**config.mk**
```make
export PLATFORM = sky130hd
export DESIGN_NAME = font_resource_glyph_decoder
export DESIGN_NICKNAME = d
export VERILOG_FILES = /design/src/hw/rtl/fgd_pkg.sv /design/src/hw/rtl/fgd_front.sv /design/src/hw/rtl/fgd_queue.sv /design/src/hw/rtl/fgd_back.sv /design/src/hw/rtl/font_resource_glyph_decoder.sv
export SDC_FILE = /design/constraint.sdc
export NUM_CORES = 1
export LEC_CHECK = 0
export ABC_AREA = 1
export BUFFER_PORTS_ARGS = -buffer_cell sky130_fd_sc_hd__buf_2
export CAP_MARGIN = 10
export CORE_MARGIN = 5
export CORE_UTILIZATION = 57
export CTS_CLUSTER_SIZE = 14
export DETAILED_ROUTE_END_ITERATION = 10
export PLACE_DENSITY = 0.75
export SLEW_MARGIN = 20
export SYNTH_ARGS = -nofsm -noshare
export SYNTH_HDL_FRONTEND = slang
export SYNTH_SLANG_ARGS = --single-unit
```
**constraint.sdc**
```tcl
create_clock -name clk -period 12.7 [get_ports clk]
set_input_delay 0 -clock clk [delete_from_list [all_inputs] [get_ports clk]]
set_output_delay 0 -clock clk [all_outputs]
set_load 0.01 [all_outputs]
```
**src/hw/rtl/fgd_pkg.sv**
```systemverilog
// Shared types and constants of the font glyph decoder.
// Used by fgd_front, fgd_queue, fgd_back and the top level; no dependencies.
package fgd_pkg;

	localparam logic [31:0] MAGIC_WORD = 32'h464F_4E54;
	localparam int MIN_SIZE   = 32;
	localparam int GLYPH_BASE = 36;
	localparam int NARROW_W   = 6;
	localparam int WIDE_W     = 12;
	localparam int GLYPH_H    = 12;

	localparam int P_MAGIC0 = 3;
	localparam int P_INDEX  = 7;
	localparam int P_MAGIC1 = 11;
	localparam int P_EXTRA  = 15;
	localparam int P_FORMAT = 19;
	localparam int P_COUNT  = 21;
	localparam int P_WIDTH  = 23;
	localparam int P_START  = 24;
	localparam int P_HEIGHT = 25;

	localparam int GS_W   = 22;
	localparam int QDEPTH = 4;

	localparam logic RESULT_PIXEL  = 1'b0;
	localparam logic RESULT_STATUS = 1'b1;

	typedef enum logic [1:0] {
		REG_RESOURCE_NUMBER,
		REG_GLYPH_NUMBER,
		REG_RESOURCE_LENGTH,
		REG_PIXEL_ROOM
	} cfg_reg_t;

	typedef struct packed {
		logic        header_valid;
		logic        glyph_ok;
		logic [15:0] glyph_count;
		logic [15:0] glyph_width;
		logic [15:0] glyph_height;
		logic [31:0] format_value;
		logic [31:0] extra_header_word;
	} status_t;

	typedef struct packed {
		logic        pix;
		logic [7:0]  data;
		logic [3:0]  col;
		logic [3:0]  row;
		logic [3:0]  width;
		logic        fin;
		status_t     stat;
	} task_t;

	typedef struct packed {
		logic        result_kind;
		logic [1:0]  pixel_value;
		logic [3:0]  pixel_column;
		logic [3:0]  pixel_row;
		status_t     stat;
		logic        last_result;
	} result_t;

endpackage

```
**src/hw/rtl/fgd_front.sv**
```systemverilog
// Front end: configuration registers, header parsing and glyph decision.
// Emits one task word per glyph byte or final byte. Depends on fgd_pkg.
module fgd_front #(
	parameter int MAX_RESOURCE_BYTES = 1048576
) (
	input  logic                 clk,
	input  logic                 arst_n,
	input  logic                 cfg_write,
	input  logic [1:0]           cfg_index,
	input  logic [31:0]          cfg_data,
	input  logic                 accept,
	input  logic [7:0]           data_byte,
	input  logic                 final_byte,
	output logic                 task_push,
	output fgd_pkg::task_t       task_word
);

	localparam int POS_W = $clog2(MAX_RESOURCE_BYTES + 1);
	localparam int LW    = (POS_W > 21) ? POS_W : 21;
	localparam int CW    = ((LW > fgd_pkg::GS_W + 1) ? LW : fgd_pkg::GS_W + 1) + 1;

	logic [31:0] resource_number_q;
	logic [15:0] glyph_number_q;
	logic [20:0] resource_length_q;
	logic [9:0]  pixel_room_q;

	logic [POS_W-1:0]        pos_q, pos_n;
	logic                    ok_q, ok_n;
	logic [31:0]             shift_q, shift_n;
	logic [31:0]             extra_q, extra_n;
	logic [31:0]             fmt_q, fmt_n;
	logic [15:0]             cnt_q, cnt_n;
	logic [15:0]             wid_q, wid_n;
	logic [15:0]             hgt_q, hgt_n;
	logic [fgd_pkg::GS_W-1:0] gstart_q, gstart_n;
	logic                    dec_q, dec_n;
	logic [3:0]              row_q, row_n;
	logic [3:0]              col_q, col_n;

	logic [LW-1:0]           len_ext, eff_len;
	logic                    wide;
	logic [fgd_pkg::GS_W-1:0] gbytes;
	logic [CW-1:0]           gend;
	logic                    shape_n, pix, hdr;
	logic [15:0]             col_next;

	always_ff @(posedge clk or negedge arst_n) begin
		if (!arst_n) begin
			resource_number_q <= '0;
			glyph_number_q    <= '0;
			resource_length_q <= '0;
			pixel_room_q      <= '0;
		end else if (cfg_write) begin
			unique case (fgd_pkg::cfg_reg_t'(cfg_index))
				fgd_pkg::REG_RESOURCE_NUMBER: resource_number_q <= cfg_data;
				fgd_pkg::REG_GLYPH_NUMBER:    glyph_number_q    <= cfg_data[15:0];
				fgd_pkg::REG_RESOURCE_LENGTH: resource_length_q <= cfg_data[20:0];
				fgd_pkg::REG_PIXEL_ROOM:      pixel_room_q      <= cfg_data[9:0];
				default: ;
			endcase
		end
	end

	assign len_ext = LW'(resource_length_q);
	assign eff_len = (len_ext > LW'(MAX_RESOURCE_BYTES)) ? LW'(MAX_RESOURCE_BYTES) : len_ext;
	assign wide    = (wid_q == 16'(fgd_pkg::WIDE_W));
	assign gbytes  = wide ? fgd_pkg::GS_W'(36) : fgd_pkg::GS_W'(24);
	assign gend    = CW'(gstart_q) + CW'(gbytes);

	always_comb begin
		pos_n    = pos_q;
		ok_n     = ok_q;
		shift_n  = {shift_q[23:0], data_byte};
		extra_n  = extra_q;
		fmt_n    = fmt_q;
		cnt_n    = cnt_q;
		wid_n    = wid_q;
		hgt_n    = hgt_q;
		gstart_n = gstart_q;
		dec_n    = dec_q;
		row_n    = row_q;
		col_n    = col_q;
		shape_n  = 1'b0;
		pix      = 1'b0;
		col_next = 16'(col_q) + 16'd4;
		case (pos_q)
			POS_W'(fgd_pkg::P_MAGIC0),
			POS_W'(fgd_pkg::P_MAGIC1): begin
				if (shift_n != fgd_pkg::MAGIC_WORD)
					ok_n = 1'b0;
			end
			POS_W'(fgd_pkg::P_INDEX): begin
				if (shift_n != resource_number_q)
					ok_n = 1'b0;
			end
			POS_W'(fgd_pkg::P_EXTRA):  extra_n = shift_n;
			POS_W'(fgd_pkg::P_FORMAT): fmt_n   = shift_n;
			POS_W'(fgd_pkg::P_COUNT):  cnt_n   = shift_n[15:0];
			POS_W'(fgd_pkg::P_WIDTH):  wid_n   = shift_n[15:0];
			POS_W'(fgd_pkg::P_HEIGHT): begin
				hgt_n   = shift_n[15:0];
				shape_n = (cnt_q != 16'd0) && (hgt_n == 16'(fgd_pkg::GLYPH_H)) &&
					(wide || wid_q == 16'(fgd_pkg::NARROW_W));
				row_n   = '0;
				col_n   = '0;
				dec_n   = ok_q && (eff_len >= LW'(fgd_pkg::MIN_SIZE)) && shape_n &&
					(glyph_number_q < cnt_q) &&
					((wide ? 10'd144 : 10'd72) <= pixel_room_q) &&
					(gend <= CW'(eff_len));
			end
			default: begin
				pix = dec_q && (CW'(pos_q) >= CW'(gstart_q)) && (16'(row_q) < hgt_q);
				if (pix) begin
					if (col_next >= wid_q) begin
						col_n = '0;
						row_n = row_q + 4'd1;
					end else begin
						col_n = col_next[3:0];
					end
				end
			end
		endcase
		// glyph offset is ready one byte ahead of the decision
		if (pos_q == POS_W'(fgd_pkg::P_START))
			gstart_n = fgd_pkg::GS_W'(fgd_pkg::GLYPH_BASE) +
				(wide ? ({6'd0, glyph_number_q} << 5) + ({6'd0, glyph_number_q} << 2)
				      : ({6'd0, glyph_number_q} << 4) + ({6'd0, glyph_number_q} << 3));
		if (pos_q < POS_W'(MAX_RESOURCE_BYTES))
			pos_n = pos_q + POS_W'(1);
	end

	always_comb begin
		hdr = (pos_q >= POS_W'(fgd_pkg::P_HEIGHT)) && ok_n &&
			(eff_len >= LW'(fgd_pkg::MIN_SIZE));
		task_word.pix   = pix;
		task_word.data  = data_byte;
		task_word.col   = col_q;
		task_word.row   = row_q;
		task_word.width = wid_q[3:0];
		task_word.fin   = final_byte;
		task_word.stat.header_valid = hdr && (cnt_n != 16'd0) &&
			(hgt_n == 16'(fgd_pkg::GLYPH_H)) &&
			(wid_n == 16'(fgd_pkg::WIDE_W) || wid_n == 16'(fgd_pkg::NARROW_W));
		task_word.stat.glyph_ok          = dec_n && (16'(row_n) >= hgt_n);
		task_word.stat.glyph_count       = hdr ? cnt_n : '0;
		task_word.stat.glyph_width       = hdr ? wid_n : '0;
		task_word.stat.glyph_height      = hdr ? hgt_n : '0;
		task_word.stat.format_value      = hdr ? fmt_n : '0;
		task_word.stat.extra_header_word = hdr ? extra_n : '0;
		task_push = accept && (pix || final_byte);
	end

	always_ff @(posedge clk or negedge arst_n) begin
		if (!arst_n) begin
			pos_q    <= '0;
			ok_q     <= 1'b1;
			shift_q  <= '0;
			extra_q  <= '0;
			fmt_q    <= '0;
			cnt_q    <= '0;
			wid_q    <= '0;
			hgt_q    <= '0;
			gstart_q <= '0;
			dec_q    <= 1'b0;
			row_q    <= '0;
			col_q    <= '0;
		end else if (accept) begin
			if (final_byte) begin
				pos_q    <= '0;
				ok_q     <= 1'b1;
				shift_q  <= '0;
				extra_q  <= '0;
				fmt_q    <= '0;
				cnt_q    <= '0;
				wid_q    <= '0;
				hgt_q    <= '0;
				gstart_q <= '0;
				dec_q    <= 1'b0;
				row_q    <= '0;
				col_q    <= '0;
			end else begin
				pos_q    <= pos_n;
				ok_q     <= ok_n;
				shift_q  <= shift_n;
				extra_q  <= extra_n;
				fmt_q    <= fmt_n;
				cnt_q    <= cnt_n;
				wid_q    <= wid_n;
				hgt_q    <= hgt_n;
				gstart_q <= gstart_n;
				dec_q    <= dec_n;
				row_q    <= row_n;
				col_q    <= col_n;
			end
		end
	end

endmodule

```
**src/hw/rtl/fgd_queue.sv**
```systemverilog
// Task queue between the front end and the pixel back end.
// Holds fgd_pkg::task_t words in first-in first-out order. Depends on fgd_pkg.
module fgd_queue (
	input  logic            clk,
	input  logic            arst_n,
	input  logic            push,
	input  fgd_pkg::task_t  push_word,
	input  logic            pop,
	output fgd_pkg::task_t  head_word,
	output logic            full,
	output logic            empty
);

	localparam int PW = $clog2(fgd_pkg::QDEPTH);
	localparam int CNW = $clog2(fgd_pkg::QDEPTH + 1);

	fgd_pkg::task_t    entry_q [fgd_pkg::QDEPTH];
	logic [PW-1:0]     wr_ptr_q, rd_ptr_q;
	logic [CNW-1:0]    count_q;
	logic              do_push, do_pop;

	assign full      = (count_q == CNW'(fgd_pkg::QDEPTH));
	assign empty     = (count_q == '0);
	assign do_push   = push && !full;
	assign do_pop    = pop && !empty;
	assign head_word = entry_q[rd_ptr_q];

	always_ff @(posedge clk) begin
		if (do_push)
			entry_q[wr_ptr_q] <= push_word;
	end

	always_ff @(posedge clk or negedge arst_n) begin
		if (!arst_n) begin
			wr_ptr_q <= '0;
			rd_ptr_q <= '0;
			count_q  <= '0;
		end else begin
			if (do_push)
				wr_ptr_q <= wr_ptr_q + PW'(1);
			if (do_pop)
				rd_ptr_q <= rd_ptr_q + PW'(1);
			if (do_push && !do_pop)
				count_q <= count_q + CNW'(1);
			else if (do_pop && !do_push)
				count_q <= count_q - CNW'(1);
		end
	end

	a_no_push_full: assert property (@(posedge clk) disable iff (!arst_n)
		push |-> !full) else $error("task pushed into full queue");
	a_no_pop_empty: assert property (@(posedge clk) disable iff (!arst_n)
		pop |-> !empty) else $error("task popped from empty queue");
	a_count_range: assert property (@(posedge clk) disable iff (!arst_n)
		count_q <= CNW'(fgd_pkg::QDEPTH)) else $error("queue count out of range");

endmodule

```
**src/hw/rtl/fgd_back.sv**
```systemverilog
// Back end: unpacks each task word into pixel results and, for a final word, a status result.
// Drives the registered result word. Depends on fgd_pkg.
module fgd_back (
	input  logic             clk,
	input  logic             arst_n,
	input  logic             head_valid,
	input  fgd_pkg::task_t   head_word,
	output logic             head_pop,
	input  logic             pop,
	output logic             empty,
	output fgd_pkg::result_t result
);

	logic [2:0]        step_q;
	logic              out_valid_q;
	fgd_pkg::result_t  result_q, result_d;
	logic              in_pix, pix_hit, stat_hit, done, advance, load;
	logic [3:0]        xpos;
	logic [1:0]        bits;

	assign in_pix   = head_word.pix && (step_q < 3'd4);
	assign xpos     = head_word.col + 4'(step_q[1:0]);
	assign pix_hit  = in_pix && (xpos < head_word.width);
	assign stat_hit = !in_pix && head_word.fin;
	assign done     = in_pix ? (step_q[1:0] == 2'd3 && !head_word.fin) : 1'b1;
	assign advance  = head_valid && (!out_valid_q || pop);
	assign load     = advance && (pix_hit || stat_hit);
	assign head_pop = advance && done;

	always_comb begin
		unique case (step_q[1:0])
			2'd0:    bits = head_word.data[7:6];
			2'd1:    bits = head_word.data[5:4];
			2'd2:    bits = head_word.data[3:2];
			default: bits = head_word.data[1:0];
		endcase
		result_d = '0;
		if (in_pix) begin
			result_d.result_kind  = fgd_pkg::RESULT_PIXEL;
			result_d.pixel_value  = ~bits;
			result_d.pixel_column = xpos;
			result_d.pixel_row    = head_word.row;
		end else begin
			result_d.result_kind = fgd_pkg::RESULT_STATUS;
			result_d.stat        = head_word.stat;
			result_d.last_result = 1'b1;
		end
	end

	always_ff @(posedge clk) begin
		if (load)
			result_q <= result_d;
	end

	always_ff @(posedge clk or negedge arst_n) begin
		if (!arst_n) begin
			step_q      <= '0;
			out_valid_q <= 1'b0;
		end else begin
			if (advance)
				step_q <= head_pop ? 3'd0 : step_q + 3'd1;
			if (load)
				out_valid_q <= 1'b1;
			else if (pop)
				out_valid_q <= 1'b0;
		end
	end

	assign empty  = !out_valid_q;
	assign result = result_q;

	a_step_range: assert property (@(posedge clk) disable iff (!arst_n)
		step_q <= 3'd4) else $error("unpack step out of range");
	a_status_after_pixels: assert property (@(posedge clk) disable iff (!arst_n)
		(step_q == 3'd4) |-> (head_valid && head_word.fin))
		else $error("status step without a final task");
	a_pixel_column: assert property (@(posedge clk) disable iff (!arst_n)
		(out_valid_q && result_q.result_kind == fgd_pkg::RESULT_PIXEL) |->
		(result_q.pixel_column < 4'd12)) else $error("pixel column beyond glyph");

endmodule

```
**src/hw/rtl/font_resource_glyph_decoder.sv**
```systemverilog
// Top level of the font glyph decoder: front end, task queue, back end.
// Depends on fgd_pkg, fgd_front, fgd_queue and fgd_back.
//
//   channel   handshake        payload
//   input     push / full      data_byte, final_byte
//   result    empty / pop      result_kind .. last_result
//   config    cfg_write        cfg_index, cfg_data
//
// A byte is taken every cycle while the task queue has room.
// A glyph byte occupies the back end for four unpack steps (one per pixel slot); a final byte
// adds one step for its status word. The back end unpack step sets the sustained rate.
// Reset clears all stream state; there is no clearing pass. Either side may stall freely.
module font_resource_glyph_decoder #(
	parameter int MAX_RESOURCE_BYTES = 1048576
) (
	input  logic        clk,
	input  logic        arst_n,
	input  logic        cfg_write,
	input  logic [1:0]  cfg_index,
	input  logic [31:0] cfg_data,
	input  logic        push,
	output logic        full,
	input  logic [7:0]  data_byte,
	input  logic        final_byte,
	output logic        empty,
	input  logic        pop,
	output logic        result_kind,
	output logic [1:0]  pixel_value,
	output logic [3:0]  pixel_column,
	output logic [3:0]  pixel_row,
	output logic        header_valid,
	output logic        glyph_ok,
	output logic [15:0] glyph_count,
	output logic [15:0] glyph_width,
	output logic [15:0] glyph_height,
	output logic [31:0] format_value,
	output logic [31:0] extra_header_word,
	output logic        last_result
);

	fgd_pkg::task_t   task_word, head_word;
	fgd_pkg::result_t result;
	logic             task_push, q_full, q_empty, head_pop, accept;

	assign full   = q_full;
	assign accept = push && !q_full;

	fgd_front #(
		.MAX_RESOURCE_BYTES(MAX_RESOURCE_BYTES)
	) u_front (
		.clk        (clk),
		.arst_n     (arst_n),
		.cfg_write  (cfg_write),
		.cfg_index  (cfg_index),
		.cfg_data   (cfg_data),
		.accept     (accept),
		.data_byte  (data_byte),
		.final_byte (final_byte),
		.task_push  (task_push),
		.task_word  (task_word)
	);

	fgd_queue u_queue (
		.clk       (clk),
		.arst_n    (arst_n),
		.push      (task_push),
		.push_word (task_word),
		.pop       (head_pop),
		.head_word (head_word),
		.full      (q_full),
		.empty     (q_empty)
	);

	fgd_back u_back (
		.clk        (clk),
		.arst_n     (arst_n),
		.head_valid (!q_empty),
		.head_word  (head_word),
		.head_pop   (head_pop),
		.pop        (pop),
		.empty      (empty),
		.result     (result)
	);

	assign result_kind       = result.result_kind;
	assign pixel_value       = result.pixel_value;
	assign pixel_column      = result.pixel_column;
	assign pixel_row         = result.pixel_row;
	assign header_valid      = result.stat.header_valid;
	assign glyph_ok          = result.stat.glyph_ok;
	assign glyph_count       = result.stat.glyph_count;
	assign glyph_width       = result.stat.glyph_width;
	assign glyph_height      = result.stat.glyph_height;
	assign format_value      = result.stat.format_value;
	assign extra_header_word = result.stat.extra_header_word;
	assign last_result       = result.last_result;

endmodule

```
==> flow_metrics.env <==
export IMPL_status="finished, final reports clean"
export IMPL_drtIter0Drc=3882
export IMPL_grt_pass1_wl_microns=177000
export IMPL_grt_antenna_before_repair=0
export IMPL_first_pass_iters=6
export IMPL_clock_path_buffers=3
export IMPL_fin_util_pct=64.4
export IMPL_reg2reg_to="u_queue.entry_q[2][53]$_DFFE_PP_"
export IMPL_ioPinCount=176
export IMPL_port_buffers=175
export IMPL_htree_levels=3
export IMPL_die_area_sq_um=80400
export IMPL_start_util_pct=57.4
export IMPL_mostFrequentLayoutCell="nand2_1"
export IMPL_cp_start_kind="register"
export IMPL_areaGrowthSynthToFinish_pct=12.2
export IMPL_p_leak_nw=20.2
export IMPL_coreArea_sq_um=74300
export IMPL_path_clk_slew_ns=0.06
export IMPL_viasPerCell=5.88
export IMPL_finalHoldViolations=0
export IMPL_ctsResizeCount=0
export IMPL_crit_required_ns=12.98
export IMPL_power_mw=9.93
export IMPL_min_path_type="in2reg"
export IMPL_end_kind="register"
export IMPL_grt_max_degree=115
export IMPL_worstReg2RegStart="u_front.pos_q[6]$_DFFE_PN0P_"
export IMPL_netlist_instances=4236
export IMPL_timing_max_cap_violations=0
export IMPL_gr_total_overflow=0
export IMPL_cts_sinks=936
export IMPL_setup_violations=0
export IMPL_routedWlPerCell_microns=21.1
export IMPL_max_freq_mhz=177
export IMPL_first_global_vias=30800
export IMPL_drive_gt1_share_pct=8.83
export IMPL_drc=0
export IMPL_vias=32000
export IMPL_min_path_cells=3
export IMPL_finalSetupTns_ns=0
export IMPL_routabilityCongestion=0.933
export IMPL_die_h_microns=284
export IMPL_cts_hold_buf=47
export IMPL_synth_area_per_cell_sq_um=10.1
export IMPL_path_class="reg2reg"
export IMPL_post_cts_buffers=0
export IMPL_drv_slew=0
export IMPL_reg2reg_depth=16
export IMPL_yosysSeqAreaShare_pct=62.7
export IMPL_ir_drop_uv=200
export IMPL_cts_buffers=94
export IMPL_ant_nets=0
export IMPL_synth_cell_area_sq_um=42700
export IMPL_min_delay_start="cfg_write"
export IMPL_synth_cell_types=49
export IMPL_r2r_slack_ns=7.06
export IMPL_num_rows=100
export IMPL_ys_ff_latch=936
export IMPL_cellPowerDensity_nw_per_um2=207
export IMPL_place_area_sq_um=44300
export IMPL_min_period_over_period_pct=44.4
export IMPL_grt_setup_unrepaired="no"
export IMPL_synth_fp_nets=4409
export IMPL_min_to="u_front.pixel_room_q[0]$_DFFE_PN0P_"
export IMPL_yosys_warnings=0
export IMPL_root_buffer="clkbuf_16"
export IMPL_worstMarginPinSlew_ns=1.15
export IMPL_stdcell_area_sq_um=47900
export IMPL_die_w_microns=284
export IMPL_final_cell_mix="738 x nand2_1, 661 x edfxtp_1, 513 x nor2_1, 504 x o21ai_0, 494 x inv_1"
export IMPL_diodes=0
export IMPL_dpl_hpwl_microns=73600
export IMPL_slew_headroom_pct=23.2
export IMPL_fin_crit_ns=5.64
export IMPL_globalRouteTotalUtil_pct=27.9
export IMPL_drt_total_wl_microns=115000
export IMPL_fin_skew_ns=0.0332
export IMPL_worstSkewPairLatency_ns=0.67
export IMPL_cp_max_fo=59
export IMPL_whs_ns=0.0851
export IMPL_cts_tree="built"
export IMPL_cp_arrival_ns=5.92
export IMPL_fin_nets=4566
state kept, by name (all words and copies together), names as in the netlist:
signal                     count
u_front.len_ext               21
u_queue.count_q                3
u_queue.entry_q              536
u_back.step_q                  3
u_front.extra_q               32
u_back.result                125
u_front.pixel_room_q          10
u_front.wid_q                 16
u_front.pos_q                 21
u_front.fmt_q                 32
u_front.shift_q               24
u_front.glyph_number_q        16
u_front.col_q                  2
u_front.row_q                  4
u_back.out_valid_q             1
u_front.hgt_q                 16
u_queue.wr_ptr_q               2
u_queue.rd_ptr_q               2
u_front.gstart_q              20
u_front.ok_q                   1
u_front.resource_number_q     32
u_front.cnt_q                 16
u_front.dec_q                  1
worst max-delay path, stage by stage (launching register included):
cell,delay [ns]
dfrtp_1,0.39
inv_1,0.09
nand2_1,0.13
nor2_2,0.07
nand2_1,0.15
nor2_1,0.06
nand3_1,0.71
nand2_1,0.10
nor2_1,0.14
nand2_1,0.17
nor2_1,0.32
nand2_1,0.09
nand2_1,0.19
inv_1,0.23
nor2_4,0.79
buf_4,0.72
buf_4,0.87
layout make-up:
class | instances | area, sq um
Inverter | 502 | 1890
Clock inverter | 43 | 385
Tap cell | 969 | 1210
Clock buffer | 132 | 2640
Fill cell | 5715 | 26500
Timing Repair Buffer | 253 | 1610
Sequential cell | 936 | 26700
Multi-Input combinational cell | 2606 | 13400
per-layer routing:
metal  vias to the layer above  track usage (%)  wire [microns]
met4                         0             11.5            4860
met5                         -                0               0
met1                     15400             37.2           45300
met3                       296             5.04            9850
met2                      1498             45.7           54800
li1                      14800                -               -
metrics by stage:
| stage | instances | setup slack (ns) |
|---|---|---|
| floorplan | 4236 | 3.50 |
| global placement | 5219 | 7.22 |
| detailed placement | 5219 | 7.08 |
| CTS | 5441 | 7.09 |
| global route | 5441 | 6.63 |
| finish | 5441 | 7.06 |
cells by family (layout without fill, tap and decap cells):
kind of cell,after synthesis,count (layout),share of synthesized area (%)
AO/OA/AOI/OAI,870,870,11.2
XOR/XNOR,59,59,1.21
adder cells (fa/ha/maj),125,125,3.74
buffers and inverters,694,930,6.18
flip-flops,936,936,62.7
multiplexers,11,11,0.290
other,1,1,0.00879
AND/OR/NAND/NOR,1540,1540,14.8
power by group:
| part | switching, mW | internal [mW] | total (mW) |
|---|---|---|---|
| registers | 0.286 | 3.99 | 4.27 |
| logic | 2.10 | 0.848 | 2.95 |
| clock network | 1.17 | 1.54 | 2.70 |
how the worst max path moves through the flow:
stage                                  endpoint                             from
2_1_floorplan    u_back.out_valid_q$_DFFE_PN0P_  u_queue.rd_ptr_q[0]$_DFFE_PN0P_
3_3_place_gp   u_queue.entry_q[2][56]$_DFFE_PP_     u_front.pos_q[9]$_DFFE_PN0P_
3_5_place_dp   u_queue.entry_q[2][58]$_DFFE_PP_     u_front.pos_q[6]$_DFFE_PN0P_
4_1_cts        u_queue.entry_q[2][26]$_DFFE_PP_     u_front.pos_q[6]$_DFFE_PN0P_
5_1_grt        u_queue.entry_q[3][51]$_DFFE_PP_     u_front.pos_q[6]$_DFFE_PN0P_
6_report       u_queue.entry_q[2][53]$_DFFE_PP_     u_front.pos_q[6]$_DFFE_PN0P_
synthesized netlist by cell type (all sizes together):
cell type    n  area (sq um)
a32o         5          50.1
o21a         1          7.51
xor2        43           377
buf         25           125
nand4       54           338
o31ai        1          7.51
a221oi       2          17.5
nor4        16           115
nand3      146           746
and3         1          6.26
a21oi       82           410
nor3        40           200
a211oi       2          15.0
edfxtp     661         19800
o2111ai      2          17.5
a21o         2          15.0
nand3b       3          22.5
o21bai       3          22.5
or2          7          43.8
dfrtp      274          6860
mux2        11           124
conb         1          3.75
dfstp        1          26.3
clkbuf     167           628
and2         4          25.0
a22o         1          8.76
xnor2       16           140
nand2      742          2790
a31oi        3          18.8
fa           4          80.1
o21ai      504          2520
o22ai      254          1590
a21boi       4          30.0
ha         121          1510
inv        502          1880
nor3b        2          15.0
o211ai       3          22.5
o41ai        1          8.76
nor2       525          1990
Power figures use the tool's default switching activity.
